--- config.mk ---
export PLATFORM = sky130hd
export DESIGN_NAME = gqdp_decode
export DESIGN_NICKNAME = d
export VERILOG_FILES = /design/src/gqdp_pkg.sv /design/src/gqdp_decode.sv
export SDC_FILE = /design/constraint.sdc
export NUM_CORES = 1
export LEC_CHECK = 0
export BUFFER_PORTS_ARGS = -buffer_cell sky130_fd_sc_hd__buf_2
export CORE_ASPECT_RATIO = 1.4
export CORE_MARGIN = 1.5
export CORE_UTILIZATION = 40
export CTS_CLUSTER_DIAMETER = 80
export DETAILED_ROUTE_END_ITERATION = 10
export GPL_TIMING_DRIVEN = 0
export PLACE_DENSITY = 0.59
export SYNTH_ARGS = -nofsm -noshare
export SYNTH_HDL_FRONTEND = slang
export SYNTH_SLANG_ARGS = --single-unit
--- constraint.sdc ---
create_clock -name clk -period 1.92 [get_ports clk]
set_clock_uncertainty 0.05 [all_clocks]
set_input_delay 0.576 -clock clk [delete_from_list [all_inputs] [get_ports clk]]
set_output_delay 0.576 -clock clk [all_outputs]
set_load 0.02 [all_outputs]
--- src/gqdp_pkg.sv ---
// ----------------------------------------------------------------------------
// gqdp_pkg
// shared types, register codes and fp32 arithmetic for the quantised dot product
// ----------------------------------------------------------------------------
package gqdp_pkg;

    localparam int ACCUM_LANES_DEF = 4;
    localparam int S_DATA_W = 72;
    localparam int M_DATA_W = 32;
    localparam int CFG_IDX_W = 3;
    localparam int CFG_DATA_W = 4;

    localparam logic [CFG_IDX_W-1:0] REG_CODE_BITS = 3'd0;
    localparam logic [CFG_IDX_W-1:0] REG_SYMMETRIC = 3'd1;
    localparam logic [CFG_IDX_W-1:0] REG_SCALE_FMT = 3'd2;
    localparam logic [CFG_IDX_W-1:0] REG_ACT_FMT   = 3'd3;
    localparam logic [CFG_IDX_W-1:0] REG_OUT_FMT   = 3'd4;

    localparam logic [1:0] SCALE_BF16 = 2'd0;
    localparam logic [1:0] SCALE_F16  = 2'd1;
    localparam logic [1:0] SCALE_E8M0 = 2'd2;
    localparam logic [1:0] SCALE_E4M3 = 2'd3;

    localparam logic [1:0] FMT_FP32 = 2'd0;
    localparam logic [1:0] FMT_F16  = 2'd1;
    localparam logic [1:0] FMT_BF16 = 2'd2;

    localparam logic [31:0] FP_DEFAULT_NAN = 32'hFFC0_0000;
    localparam logic [31:0] FP_QNAN        = 32'h7FC0_0000;

    typedef struct packed {
        logic [3:0] code_bits;
        logic       symmetric_mode;
        logic [1:0] scale_format;
        logic [1:0] activation_format;
        logic [1:0] output_format;
    } cfg_t;

    typedef struct packed {
        logic [31:0] cval;
        logic [31:0] scale;
        logic [31:0] bias;
        logic [31:0] act;
        logic        last;
    } dec_t;

    function automatic int level_count(input int n, input int k);
        int c;
        c = n;
        for (int j = 0; j < k; j++)
        begin
            c = (c + 1) >> 1;
        end
        return c;
    endfunction

    // value = m * 2^x, m nonzero, rounded to nearest even
    function automatic logic [31:0] fp_round(input logic s, input logic [51:0] m,
                                             input logic signed [11:0] x);
        logic [5:0]         lead;
        logic signed [11:0] sh;
        logic signed [11:0] smin;
        logic signed [11:0] e;
        logic signed [11:0] ef;
        logic [63:0]        mm;
        logic [63:0]        mask;
        logic [24:0]        q;
        logic               rnd;
        logic               stk;
        logic [31:0]        r;
        lead = '0;
        for (int i = 0; i < 52; i++)
        begin
            if (m[i])
                lead = 6'(i);
        end
        sh = $signed({6'b0, lead}) - 12'sd23;
        smin = -12'sd149 - x;
        if (sh < smin)
            sh = smin;
        mm = {12'b0, m};
        rnd = 1'b0;
        stk = 1'b0;
        mask = '0;
        if (sh <= 0)
        begin
            q = 25'(mm << 6'(-sh));
        end
        else if (sh >= 12'sd53)
        begin
            q = '0;
            stk = |m;
        end
        else
        begin
            q = 25'(mm >> sh[5:0]);
            rnd = mm[6'(sh - 12'sd1)];
            mask = (64'd1 << 6'(sh - 12'sd1)) - 64'd1;
            stk = |(mm & mask);
        end
        if (rnd && (stk || q[0]))
            q = q + 25'd1;
        e = x + sh;
        if (q[24])
        begin
            q = q >> 1;
            e = e + 12'sd1;
        end
        ef = e + 12'sd150;
        if (!q[23])
            r = {s, 8'd0, q[22:0]};
        else if (ef >= 12'sd255)
            r = {s, 8'hFF, 23'd0};
        else
            r = {s, ef[7:0], q[22:0]};
        return r;
    endfunction

    function automatic logic [31:0] fp_mul(input logic [31:0] a, input logic [31:0] b);
        logic               s;
        logic [7:0]         ea;
        logic [7:0]         eb;
        logic               an;
        logic               bn;
        logic               az;
        logic               bz;
        logic               ai;
        logic               bi;
        logic [47:0]        p;
        logic signed [11:0] x;
        logic [31:0]        r;
        s  = a[31] ^ b[31];
        an = (a[30:23] == 8'hFF) && (a[22:0] != '0);
        bn = (b[30:23] == 8'hFF) && (b[22:0] != '0);
        ai = (a[30:23] == 8'hFF) && (a[22:0] == '0);
        bi = (b[30:23] == 8'hFF) && (b[22:0] == '0);
        az = (a[30:0] == '0);
        bz = (b[30:0] == '0);
        ea = (a[30:23] == 8'd0) ? 8'd1 : a[30:23];
        eb = (b[30:23] == 8'd0) ? 8'd1 : b[30:23];
        p  = {a[30:23] != 8'd0, a[22:0]} * {b[30:23] != 8'd0, b[22:0]};
        x  = $signed({4'b0, ea}) + $signed({4'b0, eb}) - 12'sd300;
        if (an)
            r = a | 32'h0040_0000;
        else if (bn)
            r = b | 32'h0040_0000;
        else if ((ai && bz) || (bi && az))
            r = FP_DEFAULT_NAN;
        else if (ai || bi)
            r = {s, 8'hFF, 23'd0};
        else if (az || bz)
            r = {s, 31'd0};
        else
            r = fp_round(s, {4'b0, p}, x);
        return r;
    endfunction

    function automatic logic [31:0] fp_add(input logic [31:0] a, input logic [31:0] b);
        logic        an;
        logic        bn;
        logic        ai;
        logic        bi;
        logic        swap;
        logic [31:0] big;
        logic [31:0] sml;
        logic [7:0]  be;
        logic [7:0]  se;
        logic [7:0]  d;
        logic [51:0] bm;
        logic [51:0] sm0;
        logic [51:0] smv;
        logic [51:0] sum;
        logic        stk;
        logic [31:0] r;
        an = (a[30:23] == 8'hFF) && (a[22:0] != '0);
        bn = (b[30:23] == 8'hFF) && (b[22:0] != '0);
        ai = (a[30:23] == 8'hFF) && (a[22:0] == '0);
        bi = (b[30:23] == 8'hFF) && (b[22:0] == '0);
        swap = (a[30:0] < b[30:0]);
        big = swap ? b : a;
        sml = swap ? a : b;
        be = (big[30:23] == 8'd0) ? 8'd1 : big[30:23];
        se = (sml[30:23] == 8'd0) ? 8'd1 : sml[30:23];
        d  = be - se;
        bm  = {2'b0, big[30:23] != 8'd0, big[22:0], 26'd0};
        sm0 = {2'b0, sml[30:23] != 8'd0, sml[22:0], 26'd0};
        if (d >= 8'd50)
        begin
            smv = '0;
            stk = |sm0;
        end
        else
        begin
            smv = sm0 >> d;
            stk = |(sm0 & ((52'd1 << d) - 52'd1));
        end
        smv[0] = smv[0] | stk;
        if (big[31] == sml[31])
            sum = bm + smv;
        else
            sum = bm - smv;
        if (an)
            r = a | 32'h0040_0000;
        else if (bn)
            r = b | 32'h0040_0000;
        else if (ai && bi && (a[31] != b[31]))
            r = FP_DEFAULT_NAN;
        else if (ai)
            r = a;
        else if (bi)
            r = b;
        else if ((a[30:0] == '0) && (b[30:0] == '0))
            r = {a[31] & b[31], 31'd0};
        else if (sum == '0)
            r = 32'd0;
        else
            r = fp_round(big[31], sum, $signed({4'b0, be}) - 12'sd176);
        return r;
    endfunction

    function automatic logic [31:0] half_to_f(input logic [15:0] h);
        logic [31:0] r;
        if (h[14:10] == 5'd0)
            r = (h[9:0] == '0) ? {h[15], 31'd0}
                               : fp_round(h[15], {42'b0, h[9:0]}, -12'sd24);
        else if (h[14:10] == 5'h1F)
            r = {h[15], 8'hFF, h[9:0], 13'd0};
        else
            r = {h[15], {3'b0, h[14:10]} + 8'd112, h[9:0], 13'd0};
        return r;
    endfunction

    function automatic logic [31:0] e4m3_to_f(input logic [7:0] b);
        logic [31:0] r;
        if ((b[6:3] == 4'hF) && (b[2:0] == 3'h7))
            r = {b[7], FP_QNAN[30:0]};
        else if (b[6:3] == 4'd0)
            r = (b[2:0] == '0) ? {b[7], 31'd0}
                               : fp_round(b[7], {49'b0, b[2:0]}, -12'sd9);
        else
            r = {b[7], {4'b0, b[6:3]} + 8'd120, b[2:0], 20'd0};
        return r;
    endfunction

    function automatic logic [31:0] decode_scale(input logic [1:0] fmt, input logic [15:0] w);
        logic [31:0] r;
        case (fmt)
            SCALE_BF16: r = {w, 16'd0};
            SCALE_F16:  r = half_to_f(w);
            SCALE_E8M0:
            begin
                if (w[7:0] == 8'hFF)
                    r = FP_QNAN;
                else if (w[7:0] == 8'd0)
                    r = 32'h0040_0000;
                else
                    r = {1'b0, w[7:0], 23'd0};
            end
            default:    r = e4m3_to_f(w[7:0]);
        endcase
        return r;
    endfunction

    function automatic logic [31:0] decode_act(input logic [1:0] fmt, input logic [31:0] w);
        logic [31:0] r;
        case (fmt)
            FMT_F16:  r = half_to_f(w[15:0]);
            FMT_BF16: r = {w[15:0], 16'd0};
            default:  r = w;
        endcase
        return r;
    endfunction

    function automatic logic [31:0] code_to_f(input logic signed [8:0] c);
        logic [8:0]  mag;
        logic [31:0] r;
        mag = c[8] ? 9'(-c) : 9'(c);
        if (c == '0)
            r = 32'd0;
        else
            r = fp_round(c[8], {43'b0, mag}, 12'sd0);
        return r;
    endfunction

    function automatic logic [15:0] f_to_bf16(input logic [31:0] u);
        logic [31:0] t;
        if (u[30:0] > 31'h7F80_0000)
            t = (u >> 16) | 32'h40;
        else
            t = (u + 32'h7FFF + {31'd0, u[16]}) >> 16;
        return t[15:0];
    endfunction

    function automatic logic [15:0] f_to_half(input logic [31:0] u);
        logic [15:0] s;
        logic [31:0] a;
        logic [7:0]  ex;
        logic [7:0]  sh;
        logic [23:0] mant;
        logic [23:0] q;
        logic [23:0] rem;
        logic [23:0] half;
        logic [31:0] h;
        logic [15:0] r;
        s = {u[31], 15'd0};
        a = {1'b0, u[30:0]};
        ex = a[30:23];
        mant = {1'b1, a[22:0]};
        sh = 8'd126 - ex;
        h = (a >> 13) - 32'h1C000;
        q = '0;
        rem = '0;
        half = '0;
        if (a > 32'h7F80_0000)
            r = s | 16'h7E00 | {6'd0, a[22:13]};
        else if (a >= 32'h477F_F000)
            r = s | 16'h7C00;
        else if (a < 32'h3880_0000)
        begin
            if (sh > 8'd24)
                r = s;
            else
            begin
                q = mant >> sh;
                rem = mant & ((24'd1 << sh) - 24'd1);
                half = 24'd1 << (sh - 8'd1);
                if ((rem > half) || ((rem == half) && q[0]))
                    q = q + 24'd1;
                r = s | q[15:0];
            end
        end
        else
        begin
            if ((a[12:0] > 13'h1000) || ((a[12:0] == 13'h1000) && h[0]))
                h = h + 32'd1;
            r = s | h[15:0];
        end
        return r;
    endfunction

    function automatic logic [31:0] encode_out(input logic [1:0] fmt, input logic [31:0] v);
        logic [31:0] r;
        case (fmt)
            FMT_F16:  r = {16'd0, f_to_half(v)};
            FMT_BF16: r = {16'd0, f_to_bf16(v)};
            default:  r = v;
        endcase
        return r;
    endfunction

endpackage

--- src/gqdp_decode.sv ---
// ----------------------------------------------------------------------------
// gqdp_decode
// first stage: code, scale, bias and activation words unpacked to fp32
// ----------------------------------------------------------------------------
module gqdp_decode
(
    input  logic               clk,
    input  logic               rst_n,
    input  logic               adv,
    input  gqdp_pkg::cfg_t     cfg,
    input  logic               in_valid,
    input  logic [7:0]         code,
    input  logic [15:0]        scale_raw,
    input  logic [15:0]        bias_raw,
    input  logic [31:0]        activation_raw,
    input  logic               last_in,
    output logic               dec_valid,
    output gqdp_pkg::dec_t     dec
);
    import gqdp_pkg::*;

    logic [3:0]        bits;
    logic [7:0]        code_m;
    logic [8:0]        mid;
    logic signed [8:0] cval;
    logic              valid_reg;
    dec_t              dec_reg;
    dec_t              dec_next;

    always_comb
    begin
        if (cfg.code_bits < 4'd2)
            bits = 4'd2;
        else if (cfg.code_bits > 4'd8)
            bits = 4'd8;
        else
            bits = cfg.code_bits;
        code_m = code & 8'((9'd1 << bits) - 9'd1);
        mid = 9'd1 << (bits - 4'd1);
        if (cfg.symmetric_mode)
            cval = $signed({1'b0, code_m}) - $signed(mid);
        else
            cval = $signed({1'b0, code_m});
        dec_next.cval  = code_to_f(cval);
        dec_next.scale = decode_scale(cfg.scale_format, scale_raw);
        dec_next.bias  = decode_scale(cfg.scale_format, bias_raw);
        dec_next.act   = decode_act(cfg.activation_format, activation_raw);
        dec_next.last  = last_in;
    end

    always_ff @(posedge clk or negedge rst_n)
    begin
        if (!rst_n)
            valid_reg <= 1'b0;
        else if (adv)
            valid_reg <= in_valid;
    end

    always_ff @(posedge clk)
    begin
        if (adv)
            dec_reg <= dec_next;
    end

    assign dec_valid = valid_reg;
    assign dec = dec_reg;

endmodule

==> results.yml, run 1 <==
grt:
  grt_pass1_vias: 13200
  grt_use_total: 0.301
  gr-total-overflow: 0
  grt_max_degree: 72
  grt_pass1_wl_mm: 72.7
  grt_antenna_before_repair: 2
sta:
  worst_slew_pin_slew_ps: 1150
  rsz0062_at_grt: "yes"
  finalCritPeriodShare: 2.38
  setup_slack_ps: -2650
  whs_ps: 253
  min_period_ps: 4570
  finalSetupViolCount: 88
  drv_slew: 0
  hold_viol_final: 0
  relSlewSlack: 0.229
  fmax_mhz: 219
worst_setup_path:
  critPathSlowestCell: "fa_2"
  arrival_ps: 4720
  critPathKind: "input pin to flip-flop"
  worst-path-max-fanout: 5
  end_kind: "flip-flop"
  crit_required_ps: 2070
  crit_chain: "buf_8, a211oi_4, inv_2, fa_2, mux2_4, inv_2, ha_4, inv_4, nor4_4, nor2_2, o31a_1, xnor2_4, a31oi_4, buf_6, ha_4, and3_4, o21ai_4, o311ai_4, buf_6, buf_6, nor4_4, nor3_2"
  startpoint_type: "input pin"
  cpMostUsedCell: "buf_6"
  cpPeakStageDelay_ps: 420
placement:
  place_congestion: 0.985
  hpwl_mm: 34.0
  dpl_worst_slack_ps: -3800
  io_buffers: 206
clock_tree:
  clk_pin_slew_ps: 70
  cts.sinks: 130
  cts_buffer_depth: 2
  clk_latency_ps: 450
  cts-root-buf: "clkbuf_16"
  cts_tree: "done"
  cts_buffers: 17
  htree_num_levels: 4
route:
  drt-vias-per-instance: 6.04
  dr.pass1.iters: 8
  drtIter0Drc: 1012
  ant_nets: 0
  routed_wl_mm: 48.8
  wl_per_cell_um: 21.6
  drc: 1
  vias: 13700
logic_synthesis:
  ys_seq_area_frac: 0.326
  ys_warn_count: 0
  synth_cells: 1419
  synth.area.top_cells: "edfxtp_1 32%, o21ai_0 4.7%, nor2_1 4.7%, ha_1 4.4%, a21oi_1 4.4%"
  post-synth-top-count-cell: "nor2_1"
  synth_ff_type: "edfxtp_1"
  synth_top_area_cell: "edfxtp_1"
  yosysTopAreaCellShare: 0.324
  syn_area_um2: 12000
  ys_types: 100
  ys_top_cells_by_count: "150 x nor2_1, 129 x edfxtp_1, 120 x nand2_1"
  synth-seq-cells: 130
  avgSynthCellArea_um2: 8.43
  synth_edf_count: 129
  async_reset_ff_frac: 0.00769
die:
  fp.dieArea_um2: 30900
  rows: 74
  die_x_um: 149
  core_area_um2: 29300
  ios: 218
  die_y_um: 208
  start_util: 0.409
final_layout:
  layout.nets: 2002
  layout-drive-gt1-share: 0.462
  diodes: 0
  fin_util: 0.643
  largest_reg_flops: 129
  flow.area_growth_from_synthesis_pct: 57.5
  fill_cells: 2431
hold_path:
  hold_path.class: "input pin to flip-flop"
run:
  cap_violations: 0
power_and_ir_drop:
  vdd_ir_drop_max_v: 0.000768
  power.leakage_nw: 7.38
  p_per_area_nw_per_um2: 809
status:
  status: "complete, but fails checks"
  violations: "design-rule violations, negative setup slack"
## area by class of cell
type	count	area, um2	area share
timing repair buffer	406	2940	0.156
inverter	67	299	0.0159
tap	380	475	0.0253
clock buffer	17	425	0.0226
sequential	130	3900	0.207
clock inverter	15	150	0.00798
buffer	95	890	0.0473
multi-input combinational	1154	9750	0.518
## cells by family after synthesis
family,count (synthesis),share of synthesized area
adder cells (fa/ha/maj),43,0.0456
XOR/XNOR,30,0.0269
flip-flops,130,0.326
AND/OR/NAND/NOR,517,0.212
other,2,0.000628
buffers and inverters,167,0.0558
AO/OA/AOI/OAI,480,0.271
multiplexers,50,0.0619
## cell usage in the layout (no fill, tap or decap), types with 15 or more instances in the layout
cell type,Yosys,layout
nor2b_1,20,16
edfxtp_1,129,129
mux4_2,18,18
clkbuf_16,0,30
o21ai_0,113,70
a21oi_2,0,19
nand2_1,120,104
inv_1,61,44
o211ai_1,18,18
buf_2,11,200
a21oi_1,104,75
conb_1,2,34
nand3_1,42,33
ha_4,0,15
o21ai_1,7,34
buf_4,3,135
a211oi_1,25,15
nor2_2,1,20
nor2_4,0,18
nor2_1,150,113
buf_6,2,69
clkbuf_1,82,32
mux2i_1,23,17
o21a_1,23,22
and2_1,26,22
nor3_1,42,23
ha_1,42,23
## power by group
part           switching (mW)  internal [mW]
Combinational            4.53           3.72
Clock                    1.43           1.81
Sequential             0.0979           3.64
## critical path, delay by kind of cell
family	cells	cell delay [ps]
compound gates	5	1240
simple gates	5	900
fa+ha+maj	3	790
buf+inv	7	740
mux	1	290
xor+xnor	1	200
## path summary, 6_finish.rpt
path / start / to / slack, ps / cells after the start
hold reg to reg: dec_valid$_DFFE_PN0P_ / dec_valid$_DFFE_PN0P_ / 460 / 1
max in group asynchronous: rst_n / dec_valid$_DFFE_PN0P_ / 1370 / 2
hold / removal: last_in / dec[0]$_DFFE_PP_ / 250 / 1
min in group asynchronous: rst_n / dec_valid$_DFFE_PN0P_ / 370 / 2
setup reg to reg: dec_valid$_DFFE_PN0P_ / dec_valid$_DFFE_PN0P_ / 1130 / 1
setup / recovery: cfg[7] / dec[123]$_SDFFCE_PP0P_ / -2650 / 22
## metrics by stage
stage               cell area (um2)  setup TNS (ps)  std cells  power, mW
floorplan                     13000         -161030       1451       7.93
global placement              14500         -400080       2037       9.42
detailed placement            14600         -229450       2038       9.45
CTS                           17500         -130970       2193       14.3
global route                  18800         -146500       2264       15.9
finish                        18800         -138080       2264       15.2
## metal layers
layer / track usage / part of all wire / vias up
li1: - / - / 6248
met1: 0.339 / 0.37 / 6498
met2: 0.546 / 0.51 / 725
met3: 0.0510 / 0.070 / 205
met4: 0.139 / 0.051 / 4
met5: 0 / 0.00047 / -
## what timing repair did
action                                  4_1_cts  5_1_grt
setup buffers                               127       78
gates resized for setup                     326      182
pin swaps                                   143      134
gates cloned                                  1        1
endpoints found under the setup margin       89       91
hold buffers                                  1        0
hold endpoints to repair                      1        0
No activity file was read; power rests on OpenSTA's default activity.
==> run 2: changes to the inputs <==
Settings changed: SETUP_SLACK_MARGIN set to 0.2.
==> results.yml, run 2 (synthesis results as in run 1) <==
route:
  drt-vias-per-instance: 6.08
  dr.pass1.iters: 5
  wl_per_cell_um: 21.9
  routed_wl_mm: 50.3
  drtIter0Drc: 976
  vias: 13900
  ant_nets: 0
  drc: 0
power_and_ir_drop:
  power.leakage_nw: 7.65
  p_per_area_nw_per_um2: 814
  swShare: 0.387
  pwr-share-comb: 0.536
  clockPowerShare: 0.227
  internal_power_mw: 9.67
  seqPwrFrac: 0.237
  p_sw_mw: 6.10
  vdd_ir_drop_max_v: 0.000754
hold_path:
  min_from: "last_in"
  hold_path.class: "input pin to flip-flop"
sta:
  setup_slack_ps: -2770
  hold_viol_final: 0
  whs_ps: 242
  relSlewSlack: 0.189
  min_period_ps: 4690
  worst_slew_pin_slew_ps: 1210
  fmax_mhz: 213
  drv_slew: 0
  rsz0062_at_grt: "yes"
  finalSetupViolCount: 88
  finalCritPeriodShare: 2.44
run:
  cap_violations: 0
die:
  start_util: 0.409
  core_area_um2: 29300
  ios: 218
  die_y_um: 208
  rows: 74
  fp.dieArea_um2: 30900
  die_x_um: 149
grt:
  gr-total-overflow: 0
  grt_use_met1: 0.345
  grt_pass1_vias: 13200
  grt_max_degree: 69
  met2_usage: 0.551
  grt_antenna_before_repair: 1
  grt_pass1_wl_mm: 73.8
  use_met3: 0.0541
  grt_use_total: 0.307
  top_usage_layer: "met2"
final_layout:
  flow.area_growth_from_synthesis_pct: 62.1
  fill_cells: 2347
  final_common_cell: "buf_2"
  diodes: 0
  layout.nets: 2032
  layout-drive-gt1-share: 0.480
  largest_reg_flops: 129
  final_cell_mix: "199 x buf_2, 147 x buf_4, 129 x edfxtp_1, 109 x nor2_1, 101 x nand2_1"
placement:
  dpl_worst_slack_ps: -3780
  io_buffers: 206
  hpwl_mm: 34.0
  place_congestion: 0.999
worst_setup_path:
  crit_end: "dec[123]$_SDFFCE_PP0P_"
  worstSetupStartpoint: "cfg[7]"
  crit_required_ps: 2070
  rr_startpoint: "dec_valid$_DFFE_PN0P_"
  r2r_slack_ps: 1130
  worst-path-max-fanout: 8
  r2r-end: "dec_valid$_DFFE_PN0P_"
  critPathSlowestCell: "or3_4"
  end_kind: "flip-flop"
  cpPeakStageDelay_ps: 410
  critPathKind: "input pin to flip-flop"
  arrival_ps: 4840
  ff2ff_path_depth: 1
  startpoint_type: "input pin"
  crit_chain: "buf_8, a211oi_4, buf_4, mux2i_4, ha_4, and3b_2, or3_4, a211oi_4, nor2_2, o31a_1, xnor2_4, a31oi_4, buf_6, ha_4, and3_4, o21ai_4, o311ai_4, buf_6, buf_4, nor4_4, nor3_2"
clock_tree:
  cts_buffer_depth: 2
  clk_pin_slew_ps: 60
  cts_buffers: 17
  htree_num_levels: 4
  cts.sinks: 130
  cts-root-buf: "clkbuf_16"
  cts_tree: "done"
  clk_latency_ps: 450
status:
  violations: "negative setup slack"
  status: "complete, but fails checks"
run 2: cell count changes in the layout (fill, tap and decap cells not counted), sizes merged:
cell      previous run  this run
buf                426       454
clkinv               8         2
bufinv               1         4
clkbuf              91        94
clkinvlp             2         5
inv                 71        70
run 2: repair_timing:
| item | in CTS | in global routing |
|---|---|---|
| endpoints found under the hold margin | 1 | 0 |
| pin swaps | 136 | 157 |
| gates resized for setup | 342 | 215 |
| gates cloned | 1 | 1 |
| setup buffers | 131 | 91 |
| hold buffers | 1 | 0 |
| setup endpoints to repair | 89 | 89 |
run 2: worst min-delay path by stage:
stage,cells after the start,endpoint,slack [ps]
after detailed placement,1,dec_valid$_DFFE_PN0P_,300
after CTS,1,dec[0]$_DFFE_PP_,230
after global routing,1,dec[0]$_DFFE_PP_,240
after floorplan,0,dec_valid$_DFFE_PN0P_,230
final,1,dec[0]$_DFFE_PP_,240
after global placement,1,dec_valid$_DFFE_PN0P_,300
run 2: layout make-up:
type,instances,area [um2],area share
Clock inverter,14,203,0.0105
Buffer,99,995,0.0513
Sequential cell,130,3900,0.201
Tap cell,380,475,0.0245
Clock buffer,18,429,0.0222
Timing Repair Buffer,432,3270,0.169
Multi-Input combinational cell,1154,9800,0.506
Inverter,67,303,0.0156
run 2: layer usage:
metal / share of wire / vias to the layer above / wire length (um)
li1: - / 6327 / -
met1: 0.36 / 6703 / 18300
met2: 0.52 / 708 / 26000
met3: 0.064 / 207 / 3240
met4: 0.053 / 2 / 2680
met5: 0.00022 / - / 11
run 2: critical path, delay by kind of cell:
kind                     cells  cell delay [ps]
AO/OA/AOI/OAI                6             1590
XOR/XNOR                     1              190
adder cells (fa/ha/maj)      2              480
buffers and inverters        5              780
multiplexers                 1               70
AND/OR/NAND/NOR              6             1130
run 2: stage by stage:
step                setup TNS (ps)  instance area, um2  power, mW   util  instances
global placement           -397360               14500       9.43  0.497       2037
detailed placement         -230130               14600       9.47  0.498       2038
floorplan                  -161020               13000       7.93      -       1451
CTS                        -131740               17800       14.5  0.608       2203
finish                     -146680               19400       15.8  0.662       2294
global route               -155510               19400       16.4  0.662       2294
run 2: power groups by stage:
stage / combinational [mW] / clock, mW / sequential (mW)
after global routing: 8.93 / 3.73 / 3.78
after detailed placement: 5.68 / 0 / 3.80
after global placement: 5.62 / 0 / 3.81
after CTS: 7.13 / 3.62 / 3.75
final: 8.45 / 3.57 / 3.74
after floorplan: 3.62 / 0 / 4.31
==> run 3: changes to the inputs <==
Settings changed: CORE_UTILIZATION 40 to 30, PLACE_DENSITY 0.59 to 0.46.
==> results.yml, run 3 (synthesis results as in run 1) <==
status:
  status: "complete, but fails checks"
  violations: "negative setup slack"
grt:
  grt_antenna_before_repair: 1
  grt_pass1_vias: 13100
  grt_pass1_wl_mm: 76.1
  grt_max_degree: 68
  grt_use_total: 0.243
  gr-total-overflow: 0
power_and_ir_drop:
  seqPwrFrac: 0.243
  p_per_area_nw_per_um2: 799
  total_power_mw: 15.4
  p_sw_mw: 6.01
  vdd_ir_drop_max_v: 0.000590
  power.leakage_nw: 7.51
  internal_power_mw: 9.41
  pwr-share-comb: 0.533
  clockPowerShare: 0.224
  swShare: 0.390
clock_tree:
  cts.sinks: 130
  cts_tree: "done"
  cts-root-buf: "clkbuf_16"
  clk_pin_slew_ps: 70
  clk_latency_ps: 440
  cts_buffers: 17
  cts_buffer_depth: 2
  htree_num_levels: 4
worst_setup_path:
  end_kind: "flip-flop"
  startpoint_type: "input pin"
  arrival_ps: 4820
  critPathKind: "input pin to flip-flop"
  worst-path-max-fanout: 6
  crit_required_ps: 2160
route:
  met2_length_mm: 27.2
  drt-vias-per-instance: 5.56
  dr.max_layer_used: "met5"
  ant_nets: 0
  wl_met1_mm: 19.6
  drtIter0Drc: 991
  dr.pass1.iters: 5
  drc: 0
  wl_per_cell_um: 21.1
  routed_wl_mm: 51.1
  vias: 13500
  dr_wl_met3_mm: 2.33
final_layout:
  final_cells: 2421
  flow.area_growth_from_synthesis_pct: 61.4
  final_cell_mix: "192 x buf_2, 130 x buf_4, 129 x edfxtp_1, 110 x nor2_1, 103 x nand2_1"
  final_common_cell: "buf_2"
  largest_reg_flops: 129
  diodes: 0
  layout.nets: 2011
  layout-drive-gt1-share: 0.471
hold_path:
  hold_path.class: "input pin to flip-flop"
die:
  ios: 218
  core_area_um2: 39400
  start_util: 0.304
  rows: 86
  die_y_um: 239
  die_x_um: 172
  fp.dieArea_um2: 41100
sta:
  fin_setup_tns_ps: -139340
  relSlewSlack: 0.172
  fmax_mhz: 218
  setup_slack_ps: -2660
  worst_slew_pin_slew_ps: 1230
  finalCritPeriodShare: 2.38
  hold_viol_final: 0
  drv_slew: 0
  finalSetupViolCount: 88
  rsz0062_at_grt: "yes"
  min_period_ps: 4580
placement:
  place_congestion: 0.926
  io_buffers: 206
  dpl_worst_slack_ps: -3850
  hpwl_mm: 36.7
  dp.cells: 2186
run:
  cap_violations: 0
## run 3: changes by cell type in the layout (fill, tap and decap cells not counted), moves of 4 or more
cell	change
buf_12	-6
buf_2	-7
clkinv_2	+4
inv_2	-5
buf_4	-17
nand2_2	-4
o22ai_1	+4
inv_4	-5
nor3_1	-5
o31ai_2	-4
inv_1	+8
nor3_2	+7
buf_6	+4
## run 3: final timing paths
path | start | to | slack (ps) | cells after the start
setup reg to reg | dec_valid$_DFFE_PN0P_ | dec_valid$_DFFE_PN0P_ | 1130 | 1
hold / removal | last_in | dec[0]$_DFFE_PP_ | 250 | 1
min in group asynchronous | rst_n | dec_valid$_DFFE_PN0P_ | 400 | 2
setup / recovery | cfg[7] | dec[116]$_SDFFCE_PP0P_ | -2660 | 19
max in group asynchronous | rst_n | dec_valid$_DFFE_PN0P_ | 1330 | 2
hold reg to reg | dec_valid$_DFFE_PN0P_ | dec_valid$_DFFE_PN0P_ | 460 | 1
## run 3: what timing repair did
item                       4_1_cts  5_1_grt
buffers inserted               137       65
pin swaps                      146      111
hold endpoints to repair         1        0
setup endpoints to repair       91       92
resized for setup              386      163
hold buffers                     1        0
## run 3: routing by layer
layer / global-route usage / up-vias
li1: - / 6281
met1: 0.276 / 6586
met2: 0.441 / 495
met3: 0.0317 / 106
met4: 0.124 / 2
met5: 0 / -
## run 3: final cells by class
| type | count | area [um2] |
|---|---|---|
| flip-flops and latches | 130 | 3900 |
| well taps | 528 | 661 |
| plain buffers | 100 | 1000 |
| repair buffers | 410 | 3050 |
| inverters | 67 | 295 |
| fillers | 3808 | 20100 |
| clock inverters | 14 | 176 |
| multi-input cells | 1154 | 9780 |
| clock buffers | 18 | 429 |
## run 3: critical path, stage by stage
cell      delay [ps]
buf_8            100
a211oi_4         280
inv_2             90
fa_2             430
a211oi_4         250
o21ai_1          110
xnor2_1          250
a31o_2           240
nand3_2          140
or3_4            410
clkbuf_8         160
a31oi_4          200
buf_6            140
ha_4             230
inv_8             90
mux4_2           560
buf_6            150
or3_1            320
o21ai_2           70
## run 3: stage by stage
step	util	hold WS (ps)	instance area [um2]
global route	0.490	236	19300
detailed placement	0.375	303	14800
floorplan	-	230	13000
CTS	0.459	225	18100
global placement	0.374	300	14700
finish	0.490	254	19300
## run 3: power groups by stage
stage	Clock [mW]	Sequential (mW)	Combinational (mW)
4_1_cts	3.56	3.75	7.44
3_5_place_dp	0	3.81	5.75
2_1_floorplan	0	4.31	3.62
5_1_grt	3.64	3.79	8.74
6_report	3.45	3.74	8.22
3_3_place_gp	0	3.81	5.73
